==> src/rtl/tfc_pkg.sv <==
`timescale 1ns / 1ps
// ----------------------------------------------------------------------------
// tfc_pkg
// Shared types, constants and the CRC-16/MCRF4XX byte update for the
// telemetry frame checker.
// ----------------------------------------------------------------------------
package tfc_pkg;

  localparam int MAX_PAYLOAD = 255;
  localparam int HDR_BYTES   = 4;
  localparam int CHK_BYTES   = 2;
  localparam int MIN_FRAME   = HDR_BYTES + CHK_BYTES;
  localparam int MAX_FRAME   = HDR_BYTES + MAX_PAYLOAD + CHK_BYTES;

  // byte counter and a one-bit-wider width for frame size arithmetic
  localparam int POS_W = 9;
  localparam int CNT_W = POS_W + 1;
  localparam logic [POS_W-1:0] POS_SAT = '1;

  localparam logic [15:0] CRC_POLY = 16'h8408;
  localparam logic [15:0] CRC_INIT = 16'hFFFF;

  typedef enum logic [2:0] {
    STATUS_OK         = 3'd0,
    STATUS_BAD_SIZE   = 3'd1,
    STATUS_BAD_MAGIC  = 3'd2,
    STATUS_BAD_LENGTH = 3'd3,
    STATUS_BAD_CHECK  = 3'd4
  } frame_status_t;

  typedef enum logic {
    KIND_PAYLOAD = 1'b0,
    KIND_STATUS  = 1'b1
  } out_kind_t;

  typedef struct packed {
    out_kind_t     kind;
    logic [7:0]    payload_byte;
    logic [7:0]    payload_index;
    frame_status_t status;
    logic [7:0]    message_id;
    logic [7:0]    sequence_number;
    logic [7:0]    payload_length;
  } result_t;

  // reflected crc, one byte, eight unrolled bit steps
  function automatic logic [15:0] crc16_feed(input logic [15:0] crc, input logic [7:0] b);
    logic [15:0] c;
    c = crc ^ {8'h00, b};
    for (int k = 0; k < 8; k++) begin
      c = c[0] ? ((c >> 1) ^ CRC_POLY) : (c >> 1);
    end
    return c;
  endfunction

endpackage

==> src/rtl/tfc_frame_state.sv <==
`timescale 1ns / 1ps
// ----------------------------------------------------------------------------
// tfc_frame_state
// Per-frame state: byte count, header fields, running crc and received
// checksum. Places one byte per step and forms that step's result.
// ----------------------------------------------------------------------------
module tfc_frame_state
  import tfc_pkg::*;
(
  input  logic       clk,
  input  logic       rst,
  input  logic       step,
  input  logic [7:0] rx_byte,
  input  logic       byte_last,
  input  logic [7:0] frame_magic,
  output logic       res_valid,
  output result_t    res
);

  logic [POS_W-1:0] byte_position, byte_position_next;
  logic [15:0]      crc_register, crc_register_next;
  logic [7:0]       header_magic, header_magic_next;
  logic [7:0]       declared_length, declared_length_next;
  logic [7:0]       header_message, header_message_next;
  logic [7:0]       header_sequence, header_sequence_next;
  logic [15:0]      received_check, received_check_next;

  logic             saturated;
  logic             in_header;
  logic             in_payload;
  logic [CNT_W-1:0] pos_ext;
  logic [CNT_W-1:0] check_pos;
  logic [CNT_W-1:0] frame_size;
  logic [CNT_W-1:0] expected_size;
  logic [7:0]       pay_index;

  always_comb begin
    saturated  = (byte_position == POS_SAT);
    pos_ext    = {1'b0, byte_position};
    check_pos  = CNT_W'(HDR_BYTES) + {{(CNT_W-8){1'b0}}, declared_length};
    in_header  = !saturated && (pos_ext < CNT_W'(HDR_BYTES));
    in_payload = !saturated && !in_header && (pos_ext < check_pos);
    pay_index  = 8'(pos_ext - CNT_W'(HDR_BYTES));

    byte_position_next   = saturated ? byte_position : byte_position + POS_W'(1);
    crc_register_next    = crc_register;
    header_magic_next    = header_magic;
    declared_length_next = declared_length;
    header_message_next  = header_message;
    header_sequence_next = header_sequence;
    received_check_next  = received_check;

    if (in_header) begin
      case (byte_position[1:0])
        2'd0:    header_magic_next    = rx_byte;
        2'd1:    declared_length_next = rx_byte;
        2'd2:    header_message_next  = rx_byte;
        default: header_sequence_next = rx_byte;
      endcase
    end
    if (in_header || in_payload) begin
      crc_register_next = crc16_feed(crc_register, rx_byte);
    end
    // checksum arrives low byte first
    if (!saturated && !in_header && pos_ext == check_pos) begin
      received_check_next[7:0] = rx_byte;
    end
    if (!saturated && !in_header && pos_ext == check_pos + CNT_W'(1)) begin
      received_check_next[15:8] = rx_byte;
    end

    frame_size    = pos_ext + CNT_W'(1);
    expected_size = CNT_W'(MIN_FRAME) + {{(CNT_W-8){1'b0}}, declared_length_next};

    res = '0;
    if (byte_last) begin
      res.kind            = KIND_STATUS;
      res.message_id      = header_message_next;
      res.sequence_number = header_sequence_next;
      res.payload_length  = declared_length_next;
      if (saturated || frame_size < CNT_W'(MIN_FRAME) || frame_size > CNT_W'(MAX_FRAME)) begin
        res.status = STATUS_BAD_SIZE;
      end else if (header_magic_next != frame_magic) begin
        res.status = STATUS_BAD_MAGIC;
      end else if ({{(CNT_W-8){1'b0}}, declared_length_next} > CNT_W'(MAX_PAYLOAD) ||
                   frame_size != expected_size) begin
        res.status = STATUS_BAD_LENGTH;
      end else if (received_check_next != crc_register_next) begin
        res.status = STATUS_BAD_CHECK;
      end else begin
        res.status = STATUS_OK;
      end
    end else begin
      res.kind          = KIND_PAYLOAD;
      res.payload_byte  = rx_byte;
      res.payload_index = pay_index;
    end
    res_valid = byte_last || in_payload;
  end

  // every frame end returns the state to its reset value
  always_ff @(posedge clk) begin
    if (rst || (step && byte_last)) begin
      byte_position   <= '0;
      crc_register    <= CRC_INIT;
      header_magic    <= '0;
      declared_length <= '0;
      header_message  <= '0;
      header_sequence <= '0;
      received_check  <= '0;
    end else if (step) begin
      byte_position   <= byte_position_next;
      crc_register    <= crc_register_next;
      header_magic    <= header_magic_next;
      declared_length <= declared_length_next;
      header_message  <= header_message_next;
      header_sequence <= header_sequence_next;
      received_check  <= received_check_next;
    end
  end

endmodule

==> config.mk <==
export PLATFORM = sky130hd
export DESIGN_NAME = tfc_frame_state
export DESIGN_NICKNAME = d
export VERILOG_FILES = /design/src/rtl/tfc_pkg.sv /design/src/rtl/tfc_frame_state.sv
export SDC_FILE = /design/constraint.sdc
export NUM_CORES = 1
export LEC_CHECK = 0
export BUFFER_PORTS_ARGS = -buffer_cell sky130_fd_sc_hd__buf_2
export CORE_ASPECT_RATIO = 0.7
export CORE_MARGIN = 5
export CORE_UTILIZATION = 55
export CTS_CLUSTER_DIAMETER = 40
export DETAILED_ROUTE_END_ITERATION = 10
export PLACE_DENSITY_LB_ADDON = 0.25
export SLEW_MARGIN = 20
export SYNTH_ARGS = -nofsm -noshare
export SYNTH_HDL_FRONTEND = slang
export SYNTH_SLANG_ARGS = --single-unit
==> constraint.sdc <==
create_clock -name clk -period 9.4 [get_ports clk]
set_input_delay 0.94 -clock clk [delete_from_list [all_inputs] [get_ports clk]]
set_output_delay 0.94 -clock clk [all_outputs]
set_load 0.05 [all_outputs]
==> flow_summary.rst, run 1 <==
.. list-table::
   :header-rows: 1

   * - Metric
     - Value
   * - X dimension of the die
     - 129 um
   * - Via count of the first global-routing pass
     - 4,690
   * - Detailed Route WL
     - 15,500 um
   * - Post-layout minimum cycle time
     - 6350 ps
   * - Met1 demand-to-capacity share in global routing
     - 36.7%
   * - Normalized max-slew margin
     - 40.6%
   * - Max Buffers Root-to-Sink
     - 2
   * - Largest cells by area after synthesis
     - dfxtp_1 (27%), mux2i_1 (14%), xnor2_1 (10%)
   * - Synthesized instance count
     - 695
   * - Clock Skews
     - 4.64 ps
   * - DP Wirelength
     - 10,900 um
   * - Syn Area/Cell
     - 7.81 sq um
   * - Max-cap violation count
     - 0
   * - Aggregate global routing overflow
     - 0
   * - Final routed wire length divided by cell count
     - 18.2 um
   * - Critical-path cell with the highest stage delay
     - ha_1
   * - Number of detailed-route iterations in the first pass
     - 5
   * - Count of warnings emitted by yosys
     - 0
   * - Post-synth cell types
     - 51
   * - # hold bufs at CTS
     - 0
   * - IO buf count
     - 64
   * - HP Class
     - reg -> reg
   * - CTS root buf
     - clkbuf_16
   * - Final antenna diode count
     - 0
   * - Global-route wire length before repair
     - 24,700 um
   * - Fin Hold WS
     - 494 ps
   * - Required time of the worst setup path
     - 8460 ps
   * - CTS H-tree depth
     - 3
   * - Mapped Area
     - 0.00543 sq mm
   * - Std-Cell Rows
     - 30
   * - Post-synth EDFFs
     - 0
   * - Total number of vias
     - 5,106
   * - Via density per instance
     - 5.97
   * - Global placement routability congestion
     - 1.00
   * - Hold Violations, Final
     - 0
   * - Final cycle utilization of the critical path
     - 67.6%
   * - Outcome
     - complete, no violations
   * - Starting Density
     - 56.2%
   * - Busiest layer in global routing
     - met2
   * - CP dominant cell by count
     - ha_1
   * - Leading cell types in the layout, fill and taps excluded
     - nor2_1 (87), nand2_1 (80), mux2i_1 (78), dfxtp_1 (73), buf_2 (64)
   * - Area of the die
     - 0.0120 sq mm
   * - Share of final-layout standard cells stronger than drive strength 1
     - 11.8%
   * - Number of CTS-inserted buffers
     - 9
   * - Count of cells resized by post-cts repair
     - 0
   * - Cell family contributing the most delay on the critical path
     - simple AND/OR/NAND/NOR gates
   * - Post-synthesis net count
     - 736
   * - Clock latency of the later-clocked register in the worst-skew pair
     - 330 ps
   * - Arrival time of the worst setup path
     - 5410 ps
   * - Worst-path maximum fanout
     - 17
   * - Area fraction of the dominant cell type after synthesis
     - 26.9%
   * - Placed cell areas
     - 0.00574 sq mm
   * - 1st-iter DRT viols
     - 576
   * - Pin count of the biggest net entering global routing
     - 58
   * - Grt met3 use
     - 6.62%
   * - Vertical extent of the die
     - 93.1 um
   * - Part of the Yosys area used for sequential elements
     - 26.9%
   * - DRC viols
     - 0
   * - Number of flip-flops and latches in the synthesized netlist
     - 73
   * - Category of the worst setup path capture point
     - primary output
   * - Number of primary I/O pins
     - 65
   * - Most common flop cell mapped by yosys
     - dfxtp_1
   * - CP bufs+invs
     - 2
   * - Static leakage power
     - 2.75 nW
   * - CP cell instances
     - ha_1, nand2_1, nor2_1, and3_1, ha_1, inv_1, nand4_1, mux2i_1, ha_1, xnor2_1, xnor2_1, a31oi_1, nand3_1, nor3_1, nand3_1, nor2_1, o311a_1, buf_2
   * - Total Routing Usage GR
     - 26.0%
   * - Fill cell total of the finished layout
     - 845
   * - Timing-limited maximum frequency
     - 157 MHz
   * - Kind of start point of the critical path
     - flip-flop
   * - Post-route setup TNS
     - 0 ps
   * - CTS tree
     - yes
   * - Slew at the pin closest to its max-slew limit
     - 886 ps
   * - Number of antenna violations at the first check in global routing
     - 0
   * - Post-route cell area
     - 0.00607 sq mm
   * - Commonest non-fill, non-tap cell in the layout
     - nor2_1
   * - Async set-reset flop share out of synthesis
     - 0%
   * - Post-CTS setup buffer count
     - 0
   * - CTS clock-pin slew for the worst setup and hold paths
     - 60 ps
   * - Final #Nets
     - 763
   * - Signed area change from the synthesized netlist to the final layout
     - 11.9%
   * - Total power per unit cell area
     - 163 mW/mm^2
   * - RSZ-0062 raised after global routing
     - false
   * - Core area
     - 0.00965 sq mm
   * - Final max-slew violation count
     - 0
   * - Cell accounting for the most synthesized area
     - dfxtp_1
   * - Final count of negative-setup-slack endpoints
     - 0
   * - Routing usage on met2
     - 39.7%
   * - Count of nets left with antenna violations after detail routing
     - 0
   * - CTS Sinks
     - 73
   * - Worst setup path category
     - reg -> out
   * - Maximum cell stage delay along the critical path
     - 640 ps
   * - Maximum vdd drop
     - 0.000114 V
cells by family (layout without fill, tap and decap cells):
group	count (synthesis)	count (layout)	share of synthesized area, %
flops	73	73	26.9
xor+xnor	96	96	15.5
simple gates	273	273	22.7
mux	80	80	14.9
buf+inv	60	92	4.40
fa+ha+maj	21	21	4.84
compound gates	92	92	10.7
routing by layer:
metal / part of all wire, % / up-vias / routed length, um
met5: 0 / - / 0
met4: 1.3 / 0 / 201
met3: 8.9 / 18 / 1370
met2: 44 / 244 / 6850
met1: 46 / 2410 / 7090
li1: - / 2434 / -
power breakdown:
| part | total, mW | internal (mW) | leakage [nW] | switching, mW |
|---|---|---|---|---|
| Clock | 0.390 | 0.259 | 0.164 | 0.130 |
| Sequential | 0.336 | 0.322 | 0.593 | 0.0139 |
| Combinational | 0.264 | 0.0979 | 1.99 | 0.166 |
| Total | 0.990 | 0.679 | 2.75 | 0.311 |
tightest hold or removal path, delay by kind of cell (launching register included):
kind	cells	cell delay, ps
and+or+nand+nor	2	120
DFF	1	320
synthesized netlist by cell type, types with 3 or more instances:
cell type	count
a211oi_1	4
a21o_1	4
a21oi_1	40
a31oi_1	5
and3_1	7
buf_2	5
clkbuf_1	42
dfxtp_1	73
ha_1	21
inv_1	8
mux2i_1	78
nand2_1	80
nand3_1	54
nand4_1	8
nor2_1	87
nor2b_1	13
nor3_1	8
nor4_1	3
o21a_1	3
o21ai_0	14
o22ai_1	3
o31ai_1	4
or3_1	5
xnor2_1	63
xor2_1	33
sequential cells by signal (all words and copies together) (netlist names):
name / count
header_sequence: 8
header_magic: 8
crc_register: 16
header_message: 8
declared_length: 8
byte_position: 9
received_check: 16
worst paths after layout:
kind,startpoint,end,slack (ps),cells after the start
worst max-delay path,byte_position[1],res[26],3050,18
worst min-delay path,crc_register[7],crc_register[7],490,2
worst max register to register,byte_position[0],header_message[7],5770,10
worst min register to register,crc_register[7],crc_register[7],490,2
metrics by stage:
| step | util, % | setup WS (ps) | cells | total power, mW |
|---|---|---|---|---|
| 6_report | 63.0 | 3050 | 855 | 0.990 |
| 5_1_grt | 63.0 | 2760 | 855 | 1.04 |
| 4_1_cts | 63.0 | 3130 | 855 | 0.992 |
| 3_5_place_dp | 59.5 | 3500 | 839 | 0.600 |
| 3_3_place_gp | 59.4 | 3840 | 839 | 0.592 |
| 2_1_floorplan | - | 4230 | 695 | 0.544 |
cell type report:
cell class / count / area [sq um] / area share [%]
multi-input combinational: 562 / 3740 / 61.6
sequential: 73 / 1460 / 24.1
timing repair buffer: 66 / 335 / 5.52
clock buffer: 11 / 233 / 3.83
tap: 128 / 160 / 2.64
clock inverter: 5 / 104 / 1.71
inverter: 10 / 37.5 / 0.618
Note: power is estimated with default switching activity, not from simulation.
==> run 2, diff against run 1 <==
- CORE_UTILIZATION: 55 -> 54
- clock period: 9.4 -> 5.65 ns (I/O delays scaled with it)
==> run 2 against run 1 <==
  * Via count increased by 1.4%
  * Design area about the same
  * Sequential share of layout area about the same
  * Highest routed layer unchanged
  * Register-to-register slack got worse by 3800 ps
  * Setup slack got worse by 2600 ps
  * Core utilization decreased by 0.70 points
  * Sequential power increased by 67%
==> flow_summary.rst, run 2 (synthesis gave the netlist of run 1 again) <==
.. list-table::
   :header-rows: 1

   * - Metric
     - Value
   * - Vertical extent of the die
     - 93.9 um (was 93.1 um)
   * - RSZ-0062 raised after global routing
     - false (unchanged)
   * - Area of the die
     - 0.0122 sq mm (was 0.0120 sq mm)
   * - Biggest regs
     - crc_register (16), received_check (16), byte_position (9) (unchanged)
   * - Required time of the worst setup path
     - 5090 ps (was 8460 ps)
   * - Signed area change from the synthesized netlist to the final layout
     - 12.0% (was 11.9%)
   * - IO buf count
     - 64 (unchanged)
   * - CP cell instances
     - ha_1, and3_1, xnor2_1, ha_1, a21oi_1, o221ai_1, o31ai_4, buf_4, mux2i_1, xor2_1, nand4_1, a21oi_1, nand4_1, o311a_1, buf_2 (was ha_1, nand2_1, nor2_1, and3_1, ha_1, inv_1, nand4_1, mux2i_1, ha_1, xnor2_1, xnor2_1, a31oi_1, nand3_1, nor3_1, nand3_1, nor2_1, o311a_1, buf_2)
   * - Worst-path maximum fanout
     - 12 (was 17)
   * - Final #Nets
     - 771 (was 763)
   * - Post-layout minimum cycle time
     - 5240 ps
   * - HP Class
     - reg -> reg (unchanged)
   * - CTS clock-pin slew for the worst setup and hold paths
     - 60 ps (about the same)
   * - Pin count of the biggest net entering global routing
     - 49 (was 58)
   * - X dimension of the die
     - 130 um (was 129 um)
   * - Via density per instance
     - 6.00 (was 5.97)
   * - Arrival time of the worst setup path
     - 4680 ps (was 5410 ps)
   * - CTS tree
     - yes (unchanged)
   * - Number of detailed-route iterations in the first pass
     - 5 (unchanged)
   * - Post-layout utilization of the core
     - 62.3% (was 63.0%)
   * - Total number of vias
     - 5,176 (was 5,106)
   * - Number of primary I/O pins
     - 65 (unchanged)
   * - Total Routing Usage GR
     - 25.6% (was 26.0%)
   * - Leading cell types in the layout, fill and taps excluded
     - nor2_1 (87), nand2_1 (80), mux2i_1 (78), dfxtp_1 (73), buf_2 (64) (unchanged)
   * - 1st-iter DRT viols
     - 526 (was 576)
   * - Final count of negative-setup-slack endpoints
     - 0 (unchanged)
   * - Final cycle utilization of the critical path
     - 92.8%
   * - DRC viols
     - 0 (unchanged)
   * - Post-route setup TNS
     - 0 ps (unchanged)
   * - Count of nets left with antenna violations after detail routing
     - 0 (unchanged)
   * - Max Buffers Root-to-Sink
     - 2 (unchanged)
   * - Max-cap violation count
     - 0 (unchanged)
   * - Count of cells resized by post-cts repair
     - 0 (unchanged)
   * - Total power per unit cell area
     - 254 mW/mm^2 (was 163 mW/mm^2)
   * - Clock latency of the later-clocked register in the worst-skew pair
     - 330 ps (about the same)
   * - Normalized max-slew margin
     - 40.5% (was 40.6%)
   * - Final routed wire length divided by cell count
     - 18.4 um (was 18.2 um)
   * - Static leakage power
     - 2.76 nW (was 2.75 nW)
   * - Maximum vdd drop
     - 0.000195 V (was 0.000114 V)
   * - Starting Density
     - 55.6% (was 56.2%)
   * - Worst setup path category
     - reg -> out (unchanged)
   * - Aggregate global routing overflow
     - 0 (unchanged)
   * - Core area
     - 0.00976 sq mm (was 0.00965 sq mm)
   * - Slew at the pin closest to its max-slew limit
     - 888 ps (was 886 ps)
   * - Hold Violations, Final
     - 0 (unchanged)
   * - DP Wirelength
     - 11,400 um (was 10,900 um)
   * - Global-route wire length before repair
     - 24,700 um (about the same)
   * - Maximum cell stage delay along the critical path
     - 600 ps (was 640 ps)
   * - Fin Hold WS
     - 469 ps (was 494 ps)
   * - CTS root buf
     - clkbuf_16 (unchanged)
   * - Final total power
     - 1.54 mW (was 0.990 mW)
   * - Outcome
     - complete, no violations (unchanged)
   * - Number of antenna violations at the first check in global routing
     - 0 (unchanged)
   * - Final max-slew violation count
     - 0 (unchanged)
   * - Footprint of the multi-input gates
     - 0.00374 sq mm (unchanged)
   * - Commonest non-fill, non-tap cell in the layout
     - nor2_1 (unchanged)
   * - Final antenna diode count
     - 0 (unchanged)
   * - Global placement routability congestion
     - 0.983 (was 1.00)
   * - Clock Skews
     - 6.03 ps (was 4.64 ps)
   * - Share of final-layout standard cells stronger than drive strength 1
     - 13.1% (was 11.8%)
   * - Post-CTS setup buffer count
     - 0 (unchanged)
   * - CP bufs+invs
     - 2 (unchanged)
   * - Std-Cell Rows
     - 30 (unchanged)
   * - Category of the worst setup path capture point
     - primary output (unchanged)
   * - Number of CTS-inserted buffers
     - 9 (unchanged)
   * - Timing-limited maximum frequency
     - 191 MHz
   * - Fill cell total of the finished layout
     - 874 (was 845)
   * - Kind of start point of the critical path
     - flip-flop (unchanged)
   * - Via count of the first global-routing pass
     - 4,642 (was 4,690)
   * - Detailed Route WL
     - 15,800 um (was 15,500 um)
   * - CTS Sinks
     - 73 (unchanged)
   * - CTS H-tree depth
     - 3 (unchanged)
   * - Critical-path cell with the highest stage delay
     - o31ai_4 (was ha_1)
   * - Sequential cell area in the final layout
     - 0.00146 sq mm (unchanged)
   * - Cell family contributing the most delay on the critical path
     - compound AO/OA/AOI/OAI gates (was simple AND/OR/NAND/NOR gates)
   * - # hold bufs at CTS
     - 0 (unchanged)
[run 2: layout make-up]
type / instances / area share (%)
timing repair buffer: 74 / 6.51
sequential: 73 / 24.1
tap: 128 / 2.64
inverter: 10 / 0.618
clock buffer: 9 / 3.71
multi-input combinational: 562 / 61.6
clock inverter: 7 / 0.886
[run 2: power breakdown]
group	switching, mW	internal (mW)	total, mW	leakage [nW]
logic	0.281	0.165	0.446	2.03
clock network	0.234	0.301	0.535	0.134
registers	0.0255	0.535	0.561	0.593
[run 2: path summary, 6_finish.rpt]
kind / cells after the start / endpoint / slack, ps / from
worst max register to register: 11 / crc_register[11] / 1990 / declared_length[2]
worst min-delay path: 2 / received_check[9] / 470 / received_check[9]
worst max-delay path: 15 / res[26] / 410 / declared_length[2]
worst min register to register: 2 / received_check[9] / 470 / received_check[9]
[run 2: through the flow]
| stage | cells | setup WS [ps] | cell area [sq um] |
|---|---|---|---|
| 2_1_floorplan | 695 | 857 | 5430 |
| 3_5_place_dp | 847 | 851 | 5800 |
| 5_1_grt | 863 | 114 | 6080 |
| 3_3_place_gp | 847 | 928 | 5790 |
| 6_report | 863 | 406 | 6080 |
| 4_1_cts | 863 | 469 | 6080 |
[run 2: tightest hold or removal path: stages (launching register included)]
cell and delay, ps:
dfxtp_1 320, nand2_1 50, a21oi_1 50
[run 2: per-layer routing]
layer | up-vias | track usage, % | wire (um) | part of all wire, %
met5 | - | 0 | 0 | 0
met4 | 0 | 6.75 | 320 | 2.0
met3 | 30 | 5.74 | 1450 | 9.2
met2 | 262 | 35.8 | 6440 | 41
met1 | 2426 | 39.0 | 7630 | 48
li1 | 2458 | - | - | -
==> run 3, diff against run 2 <==
- BUFFER_PORTS_ARGS: -buffer_cell sky130_fd_sc_hd__buf_2 -> default
- CORE_UTILIZATION: 54 -> 55
- DONT_BUFFER_PORTS: default -> 1
- clock period: 5.65 -> 5.95 ns (I/O delays scaled with it)
==> run 3 against run 2 <==
  * Sequential power down 5.0%
  * Register-to-register slack better by 130 ps
  * First-iteration DRC count down 23%
  * Hold slack worse by 95 ps
  * Count of clock-buffer cells in the layout up 3
  * Clock skew down 0.63 ps
  * Setup slack worse by 94 ps
==> flow_summary.rst, run 3 (synthesis gave the netlist of run 1 again) <==
.. list-table::
   :header-rows: 1

   * - Metric
     - Value
   * - Clock Skews
     - 5.40 ps (was 6.03 ps)
   * - Max Buffers Root-to-Sink
     - 2 (unchanged)
   * - CTS tree
     - yes (unchanged)
   * - CTS root buf
     - clkbuf_16 (unchanged)
   * - # hold bufs at CTS
     - 0 (unchanged)
   * - Normalized max-slew margin
     - 23.2% (was 40.5%)
   * - Pin count of the biggest net entering global routing
     - 58 (was 49)
   * - Global placement routability congestion
     - 1.02 (was 0.983)
   * - Final antenna diode count
     - 0 (unchanged)
   * - Detailed Route WL
     - 15,300 um (was 15,800 um)
   * - IO buf count
     - 0 (was 64)
   * - Aggregate global routing overflow
     - 0 (unchanged)
   * - Number of CTS-inserted buffers
     - 9 (unchanged)
   * - Commonest non-fill, non-tap cell in the layout
     - nor2_1 (unchanged)
   * - CP bufs+invs
     - 2 (unchanged)
   * - Final count of negative-setup-slack endpoints
     - 0 (unchanged)
   * - Kind of start point of the critical path
     - flip-flop (unchanged)
   * - CTS H-tree depth
     - 3 (unchanged)
   * - Total number of vias
     - 4,866 (was 5,176)
   * - Cell family contributing the most delay on the critical path
     - compound AO/OA/AOI/OAI gates (unchanged)
   * - Post-layout minimum cycle time
     - 5640 ps
   * - Required time of the worst setup path
     - 5360 ps (was 5090 ps)
   * - 1st-iter DRT viols
     - 405 (was 526)
   * - Final cycle utilization of the critical path
     - 94.8%
   * - Number of detailed-route iterations in the first pass
     - 6 (was 5)
   * - Worst Hold Depth
     - 1 (was 2)
   * - Post-CTS setup buffer count
     - 0 (unchanged)
   * - Worst reg-to-reg path cell count
     - 12 (was 11)
   * - Vertical extent of the die
     - 93.1 um (was 93.9 um)
   * - Final total power
     - 1.45 mW (was 1.54 mW)
   * - Signed area change from the synthesized netlist to the final layout
     - 6.09% (was 12.0%)
   * - Post-layout utilization of the core
     - 59.7% (was 62.3%)
   * - Via count of the first global-routing pass
     - 4,541 (was 4,642)
   * - Category of the worst setup path capture point
     - primary output (unchanged)
   * - Final #Nets
     - 703 (was 771)
   * - Critical-path cell with the highest stage delay
     - o31ai_4 (unchanged)
   * - Post-route setup TNS
     - 0 ps (unchanged)
   * - Fill cell total of the finished layout
     - 875 (was 874)
   * - Clock latency of the later-clocked register in the worst-skew pair
     - 330 ps (about the same)
   * - Leading cell types in the layout, fill and taps excluded
     - nor2_1 (87), nand2_1 (80), mux2i_1 (78), dfxtp_1 (73), xnor2_1 (63) (was nor2_1 (87), nand2_1 (80), mux2i_1 (78), dfxtp_1 (73), buf_2 (64))
   * - RSZ-0062 raised after global routing
     - false (unchanged)
   * - Biggest regs
     - crc_register (16), received_check (16), byte_position (9) (unchanged)
   * - CTS clock-pin slew for the worst setup and hold paths
     - 50 ps (was 60 ps)
   * - X dimension of the die
     - 129 um (was 130 um)
   * - Min-Delay Startpoint
     - step (was received_check[9])
   * - Via density per instance
     - 6.13 (was 6.00)
   * - Final routed wire length divided by cell count
     - 19.3 um (was 18.4 um)
   * - CTS Sinks
     - 73 (unchanged)
   * - Total Routing Usage GR
     - 25.2% (was 25.6%)
   * - R2R Path End
     - crc_register[9] (was crc_register[11])
   * - Crit path from
     - declared_length[2] (unchanged)
   * - Number of antenna violations at the first check in global routing
     - 0 (unchanged)
   * - Maximum vdd drop
     - 0.000161 V (was 0.000195 V)
   * - Slew at the pin closest to its max-slew limit
     - 1160 ps (was 888 ps)
   * - DP Wirelength
     - 11,100 um (was 11,400 um)
   * - Area of the die
     - 0.0120 sq mm (was 0.0122 sq mm)
   * - Outcome
     - complete, no violations (unchanged)
   * - Worst-path maximum fanout
     - 20 (was 12)
   * - Starting Density
     - 56.2% (was 55.6%)
   * - Max-cap violation count
     - 0 (unchanged)
   * - Static leakage power
     - 2.45 nW (was 2.76 nW)
   * - Terminating pin of the worst hold path
     - declared_length[3] (was received_check[9])
   * - Core area
     - 0.00965 sq mm (was 0.00976 sq mm)
   * - Count of cells resized by post-cts repair
     - 0 (unchanged)
   * - Timing-limited maximum frequency
     - 177 MHz
   * - Maximum cell stage delay along the critical path
     - 640 ps (was 600 ps)
   * - CP cell instances
     - ha_1, and3_1, nand3_1, ha_1, a21oi_1, o221ai_1, o31ai_4, buf_4, mux2i_1, o22ai_1, a2111o_1, o31ai_1, nand4_1, o311a_1, buf_4 (was ha_1, and3_1, xnor2_1, ha_1, a21oi_1, o221ai_1, o31ai_4, buf_4, mux2i_1, xor2_1, nand4_1, a21oi_1, nand4_1, o311a_1, buf_2)
   * - Std-Cell Rows
     - 30 (unchanged)
   * - Count of nets left with antenna violations after detail routing
     - 0 (unchanged)
   * - Worst setup path category
     - reg -> out (unchanged)
   * - Arrival time of the worst setup path
     - 5040 ps (was 4680 ps)
   * - Total power per unit cell area
     - 252 mW/mm^2 (was 254 mW/mm^2)
   * - Number of primary I/O pins
     - 65 (unchanged)
   * - Global-route wire length before repair
     - 24,200 um (was 24,700 um)
   * - FF-to-FF setup slack
     - 2120 ps (was 1990 ps)
   * - Hold Violations, Final
     - 0 (unchanged)
   * - Final max-slew violation count
     - 0 (unchanged)
   * - HP Class
     - in -> reg (was reg -> reg)
   * - Origin of the critical flop-to-flop path
     - declared_length[2] (unchanged)
   * - Share of final-layout standard cells stronger than drive strength 1
     - 4.20% (was 13.1%)
   * - DRC viols
     - 0 (unchanged)
## run 3: changes by cell type in the layout (fill, tap and decap cells not counted)
cell and change:
buf_2 -64, buf_4 -4, clkbuf_8 +2, clkinvlp_4 -2, a21o_1 -1, a21o_4 +1
bufinv_16 +1, clkbuf_1 +1, clkinv_4 -1, inv_6 -1, inv_8 -1, nor3_1 -1
nor3_2 +1
## run 3: final cells by class
| class | count | area (sq um) | share of cell area (%) |
|---|---|---|---|
| sequential | 73 | 1460 | 25.4 |
| tap | 128 | 160 | 2.78 |
| inverter | 10 | 37.5 | 0.652 |
| timing repair buffer | 6 | 45.0 | 0.783 |
| clock inverter | 3 | 40.0 | 0.696 |
| clock buffer | 12 | 256 | 4.46 |
| multi-input combinational | 562 | 3750 | 65.2 |
## run 3: power by group
| part | internal [mW] | switching, mW |
|---|---|---|
| registers | 0.509 | 0.0240 |
| logic | 0.145 | 0.233 |
| clock network | 0.344 | 0.198 |
| total | 0.997 | 0.455 |
## run 3: how the worst max path moves through the flow
stage | end | slack (ps) | depth (start not counted)
floorplan | res[25] | 1130 | 18
global placement | res[26] | 870 | 20
detailed placement | res[26] | 730 | 15
CTS | res[26] | 360 | 15
global route | res[26] | 0.5 | 20
finish | res[26] | 310 | 15
## run 3: per-layer routing
metal / vias to the layer above / global-route usage, % / routed length (um)
met4: 0 / 6.64 / 264
met5: - / 0 / 0
li1: 2316 / - / -
met1: 2294 / 36.3 / 7030
met3: 26 / 8.85 / 1750
met2: 230 / 35.4 / 6270
## run 3: metrics by stage
| stage | setup WS (ps) | std cells | instance area, sq um | hold slack, ps |
|---|---|---|---|---|
| 2_1_floorplan | 1130 | 695 | 5430 | 445 |
| 3_5_place_dp | 734 | 779 | 5450 | 469 |
| 3_3_place_gp | 867 | 779 | 5450 | 465 |
| 5_1_grt | 0.501 | 794 | 5760 | 360 |
| 4_1_cts | 365 | 794 | 5750 | 357 |
| 6_report | 312 | 794 | 5760 | 374 |
